==> src/msfw_pkg.sv <==
// ----------------------------------------------------------------------------
// msfw_pkg
// shared types and constants for the minimum spanning forest weight block
// ----------------------------------------------------------------------------
package msfw_pkg;

  localparam int NODE_W   = 10;
  localparam int WEIGHT_W = 16;
  localparam int TOTAL_W  = 26;
  localparam int NCNT_W   = 11;
  localparam int NODE_NUM = 1024;

  localparam logic [NCNT_W-1:0] NODE_LIMIT = NCNT_W'(NODE_NUM);

  typedef struct packed {
    logic        [NODE_W-1:0]   node_a;
    logic        [NODE_W-1:0]   node_b;
    logic signed [WEIGHT_W-1:0] edge_weight;
    logic                       last_edge;
  } in_t;

  typedef struct packed {
    logic signed [TOTAL_W-1:0] total_weight;
    logic                      bad_input;
  } out_t;

  typedef struct packed {
    logic        [NODE_W-1:0]   node_a;
    logic        [NODE_W-1:0]   node_b;
    logic signed [WEIGHT_W-1:0] weight;
  } edge_t;

  typedef struct packed {
    logic load_en;
    logic par_clr;
    logic sort_init;
    logic merge_wr;
    logic kr_mode;
    logic edge_latch;
    logic find_step;
    logic find_b;
    logic result;
  } cmd_t;

  typedef struct packed {
    logic clr_done;
    logic sort_skip;
    logic sort_done;
    logic kr_done;
    logic is_root;
    logic out_free;
  } sts_t;

  typedef enum logic [9:0] {
    S_LOAD       = 10'b0000000001,
    S_PAR_CLR    = 10'b0000000010,
    S_SORT_START = 10'b0000000100,
    S_MRG_RD     = 10'b0000001000,
    S_MRG_WR     = 10'b0000010000,
    S_KR_RD      = 10'b0000100000,
    S_KR_EDGE    = 10'b0001000000,
    S_FIND_RD    = 10'b0010000000,
    S_FIND_CHK   = 10'b0100000000,
    S_RESULT     = 10'b1000000000
  } state_t;

endpackage

==> src/msfw_ctrl.sv <==
// ----------------------------------------------------------------------------
// msfw_ctrl
// sequencer for edge loading, merge sort passes, union-find walk and result
// ----------------------------------------------------------------------------
module msfw_ctrl (
  input  logic           clk,
  input  logic           rst_n,
  input  logic           in_valid,
  input  logic           in_last,
  output logic           in_stall,
  output msfw_pkg::cmd_t cmd,
  input  msfw_pkg::sts_t sts
);
  import msfw_pkg::*;

  state_t state_r, state_nxt;
  logic   phase_r, phase_nxt;

  always_ff @(posedge clk) begin
    if (!rst_n) begin
      state_r <= S_LOAD;
      phase_r <= 1'b0;
    end else begin
      state_r <= state_nxt;
      phase_r <= phase_nxt;
    end
  end

  assign in_stall = (state_r != S_LOAD);

  always_comb begin
    cmd       = '0;
    state_nxt = state_r;
    phase_nxt = phase_r;
    case (state_r)
      S_LOAD: begin
        cmd.load_en = in_valid;
        if (in_valid && in_last) state_nxt = S_PAR_CLR;
      end
      S_PAR_CLR: begin
        cmd.par_clr = 1'b1;
        if (sts.clr_done) state_nxt = S_SORT_START;
      end
      S_SORT_START: begin
        cmd.sort_init = 1'b1;
        state_nxt     = sts.sort_skip ? S_KR_RD : S_MRG_RD;
      end
      S_MRG_RD: begin
        state_nxt = S_MRG_WR;
      end
      S_MRG_WR: begin
        cmd.merge_wr = 1'b1;
        state_nxt    = sts.sort_done ? S_KR_RD : S_MRG_RD;
      end
      S_KR_RD: begin
        cmd.kr_mode = 1'b1;
        state_nxt   = sts.kr_done ? S_RESULT : S_KR_EDGE;
      end
      S_KR_EDGE: begin
        cmd.edge_latch = 1'b1;
        phase_nxt      = 1'b0;
        state_nxt      = S_FIND_RD;
      end
      S_FIND_RD: begin
        state_nxt = S_FIND_CHK;
      end
      S_FIND_CHK: begin
        cmd.find_step = 1'b1;
        cmd.find_b    = phase_r;
        if (!sts.is_root) begin
          state_nxt = S_FIND_RD;
        end else if (!phase_r) begin
          phase_nxt = 1'b1;
          state_nxt = S_FIND_RD;
        end else begin
          state_nxt = S_KR_RD;
        end
      end
      S_RESULT: begin
        if (sts.out_free) begin
          cmd.result = 1'b1;
          state_nxt  = S_LOAD;
        end
      end
      default: begin
        state_nxt = S_LOAD;
      end
    endcase
  end

endmodule

==> config.mk <==
export PLATFORM = sky130hd
export DESIGN_NAME = msfw_ctrl
export DESIGN_NICKNAME = d
export VERILOG_FILES = /design/src/msfw_pkg.sv /design/src/msfw_ctrl.sv
export SDC_FILE = /design/constraint.sdc
export NUM_CORES = 1
export LEC_CHECK = 0
export ABC_AREA = 1
export BUFFER_PORTS_ARGS = -buffer_cell sky130_fd_sc_hd__buf_2
export CORE_MARGIN = 2
export CORE_UTILIZATION = 30
export CTS_BUF_LIST = sky130_fd_sc_hd__clkbuf_4 sky130_fd_sc_hd__clkbuf_8
export DETAILED_ROUTE_END_ITERATION = 12
export GPL_TIMING_DRIVEN = 0
export HOLD_SLACK_MARGIN = 0.05
export PLACE_DENSITY = 0.57
export SETUP_SLACK_MARGIN = 0.15
export SLEW_MARGIN = 0
export SYNTH_ARGS = -nofsm -noshare
export SYNTH_HDL_FRONTEND = slang
export SYNTH_SLANG_ARGS = --single-unit
==> constraint.sdc <==
create_clock -name clk -period 1.5 [get_ports clk]
set_input_delay 0.375 -clock clk [delete_from_list [all_inputs] [get_ports clk]]
set_output_delay 0.375 -clock clk [all_outputs]
set_load 0.02 [all_outputs]
Word level (Yosys, flattened, before mapping) --
Index checks and enable logic that the tools add are counted.
Word-level totals: register bits after elaboration 11, output and inout port bits 10, logic and storage cells 41
Cells by class: eq/ne operators 15, multiplexer cells 20, reductions and logical operators 4
Operators by type and width (count):
- $pmux 10 s10 | 1
- $mux 10 | 5
- $mux 6 | 2
- $eq 10x1->1 const B | 1
- $eq 10x10->1 const B | 1
- $eq 10x2->1 const B | 1
- $eq 10x3->1 const B | 1
- $eq 10x4->1 const B | 1
- $eq 10x5->1 const B | 1
- $eq 10x6->1 const B | 1
- $eq 10x7->1 const B | 1
- $eq 10x8->1 const B | 1
- $eq 10x9->1 const B | 1
- $ne 10x1->1 const B | 1
- $mux 1 | 9
- $mux 8 | 1
- $ne 2x2->1 const B | 4
- $reduce_and 3->1 | 1
- $mux 2 | 1
- $pmux 1 s2 | 1
- $reduce_and 2->1 | 1
- $reduce_bool 2->1 | 1
- $logic_and 1x1->1 | 1

Depth between registers and ports, before layout --
depth after elaboration 3, mapped depth 9

Least setup slack after synthesis --
Ideal clock, no wire load.
path type flip-flop to output port, start point register state_r[6], end point output port cmd[8] (netlist bit), data arrival time 1.124 ns, required time 1.125 ns, slack 0.001 ns, stages on the path, launching flop included 6, path through dfxtp_1 nor2_2 nand2_4 nor2_4 nand2_2 nor2_1
RTL lines:
- from (decl) | RTL line msfw_ctrl.sv:16 | state_t state_r, state_nxt;
- from (signal assigned) | RTL line msfw_ctrl.sv:24 | state_r <= state_nxt;
- to (decl) | RTL line msfw_ctrl.sv:11 | output msfw_pkg::cmd_t cmd,

==> results.md <==
* Global-route wire length before repair at 3510 µm
* Syn nets at 133
* Pre-antenna DRT Iters at 4
* Layout area overhead at 52.2%
* 1st-iter DRT viols at 17
* Clock Latency Late Sink at 0.28 ns
* Clk buf depth at 2
* Synth Area per Inst at 6.49 µm²
* Placed Cells at 172
* Vias in the first global route at 773
* Hold Violations, Final at 0
* Initial Util at 0.319
* Final setup viols at 10
* Core ar. at 0.00250 mm²
* Period minus WS final at 1.74 ns
* GPL Wtd Cong at 0.786
* Clk root buf: clkbuf_4
* Final Non-Filler Cells at 186
* N_diodes at 0
* Synthesized area at 798 µm²
* Actual slew at the worst max-slew pin at 0.237 ns
* Min-delay src: sts[2]
* Post-synthesis cell count at 123
* Critical path class: reg2out
* Wirelength per Cell at 11.2 µm
* Cts bufs inserted at 3
* Leakage Power at 0.624 nW
* Num rows at 18
* Final worst setup slack at -0.239 ns
* Synth area leader: dfxtp_1
* Seq/Total Area, Yosys at 0.276
* R2r worst-path depth at 9
* Req. time, crit path at 1.12 ns
* DR DRC count at 0
* # IOs at 20
* Worst Setup End Kind: output port
* Pwr per Cell Area at 1050 mW/mm²
* WL final at 2070 µm
* CP max FO at 4
* H-tree levels at 1
* Final period utilization at 1.16
* Clock skew at 0.00387 ns
* Vias at 834
* Share of layout cells above drive strength 1 at 0.532
* GR Util All Layers at 0.148
* Final #Nets at 167
* CTS tree: done
* Fmax at 575 MHz
* Hold Crit Class: in2reg
* Status: complete, but fails checks
* Crit path from: state_r[1]$_SDFFE_PN0P_
* Area share of the largest cell type after synthesis at 0.276
* Synth warn at 0
* Detail Route Antenna Nets at 0
* FF-to-FF setup slack at 0.15 ns
* Die area at 0.00309 mm²
* Peak VDD IR at 0.677 mV
* Worst setup path endpoint: cmd[2]
* Post-synth cell types at 19
* CTS sink count at 11
* R2R Path Start: state_r[7]$_SDFFE_PN0P_
* Grt ovf at 0
* DP HPWL at 1410 µm
* Input/output buffers at 19
* Fin. max-slew vios at 0
* CP arrival at 1.36 ns
* Yosys reg bits at 11
* Die span in x at 55.6 µm
* Routed vias/inst at 4.48
* Clock slew at reported path FFs at 0.08 ns
* Synth area leaders: dfxtp_1, nand2_1, inv_1
* Antenna violations before repair at 0
* Largest net degree at the start of global routing at 8
* Capturing point of the worst reg2reg path: state_r[0]$_SDFFE_PN1P_
* Die H at 55.6 µm
* RSZ-0062 raised after global routing: true
* Final core utilization at 0.486
* Max capacitance violation total at 0
* Relative slew slack at 0.842
* Startpoint Class: flop
* Violated checks: negative setup slack
-- worst min path at each step --
stage	depth (start not counted)	slack, ns	endpoint
finish	2	0.26	state_r[6]$_SDFFE_PN0P_
global route	2	0.27	state_r[6]$_SDFFE_PN0P_
CTS	2	0.25	state_r[6]$_SDFFE_PN0P_
detailed placement	2	0.48	phase_r$_SDFFE_PN0P_
global placement	2	0.47	phase_r$_SDFFE_PN0P_
floorplan	1	0.45	state_r[6]$_SDFFE_PN0P_
-- metrics by stage --
step           hold slack, ns  worst slack, ns  total power, mW  TNS (ns)  cell area, µm²
6_report                0.257           -0.239             1.28     -1.61            1210
5_1_grt                 0.266           -0.317             1.36     -2.31            1210
4_1_cts                 0.250           -0.216             1.24     -1.60            1150
3_5_place_dp            0.483          0.00928            0.870         0             955
3_3_place_gp            0.467          0.00688            0.862         0             955
2_1_floorplan           0.454            0.148            0.762         0             822
-- report_power, final --
part | internal, mW | total [mW] | switching, mW
sequential | 0.323 | 0.355 | 0.0326
combinational | 0.287 | 0.688 | 0.400
clock | 0.122 | 0.235 | 0.114
-- layer usage --
layer	vias up	share of wire	global-route usage
met5	-	0	0
met4	0	0.017	0.0523
met3	5	0.030	0.0488
met2	7	0.53	0.259
met1	387	0.42	0.166
li1	435	-	-
-- synthesized netlist by cell type --
cell type and number:
nand2_1 27, inv_1 25, nor2_1 17, dfxtp_1 11
nand3_2 6, nor2_2 6, nand2_2 5, nand3_1 5
a21oi_1 4, nor3_1 4, inv_2 3, nand2_4 2
nor2_8 2, buf_4 1, nand4_1 1, nor2_4 1
nor3b_1 1, o211ai_2 1, o22ai_1 1
-- repair_timing --
action / CTS / global route
setup buffers: 8 / 2
pin swaps: 12 / 8
gates resized for setup: 37 / 13
cloned: 0 / 0
endpoints found under the setup margin: 10 / 15
endpoints found under the hold margin: 0 / 0
hold buffers: 0 / 0
-- cells by family (layout without fill, tap and decap cells) --
logic type | after synthesis | after routing | share of synthesized area
and+or+nand+nor | 77 | 77 | 0.534
buffers and inverters | 29 | 62 | 0.141
DFF | 11 | 11 | 0.276
AOI/OAI and AO/OA | 6 | 6 | 0.0486
-- layout make-up --
class,count,area [µm²]
plain buffers,1,11.3
clock buffers,4,30.0
multi-input cells,83,576
inverters,28,110
repair buffers,29,219
fillers,251,1280
flip-flops and latches,11,231
well taps,30,37.5
-- sequential cells by signal, summed over array words and instances (netlist names) --
signal   cells
state_r     10
phase_r      1
-- placed cells by master, fill, tap and decap left out, types with 2 or more instances in the layout --
cell type   n
nand3_4     3
dfxtp_2     6
buf_2      10
nand2_4     5
dfxtp_1     4
nand2_2     5
nor2_2      6
nor2_4      9
nand2_1    24
nor2_1      9
clkbuf_4    4
nor3_1      4
inv_1      21
buf_4      12
buf_6       8
a21oi_1     4
inv_2       6
nor2_8      2
nand3_2     4
nand3_1     4
-- critical path, stage by stage, from the launching register on --
cell	delay [ns]
dfxtp_2	0.34
nor2_4	0.14
nand2_4	0.12
nor2_8	0.15
nand2_4	0.07
inv_2	0.07
buf_6	0.08
buf_6	0.10
No activity file was read; power rests on OpenSTA's default activity.
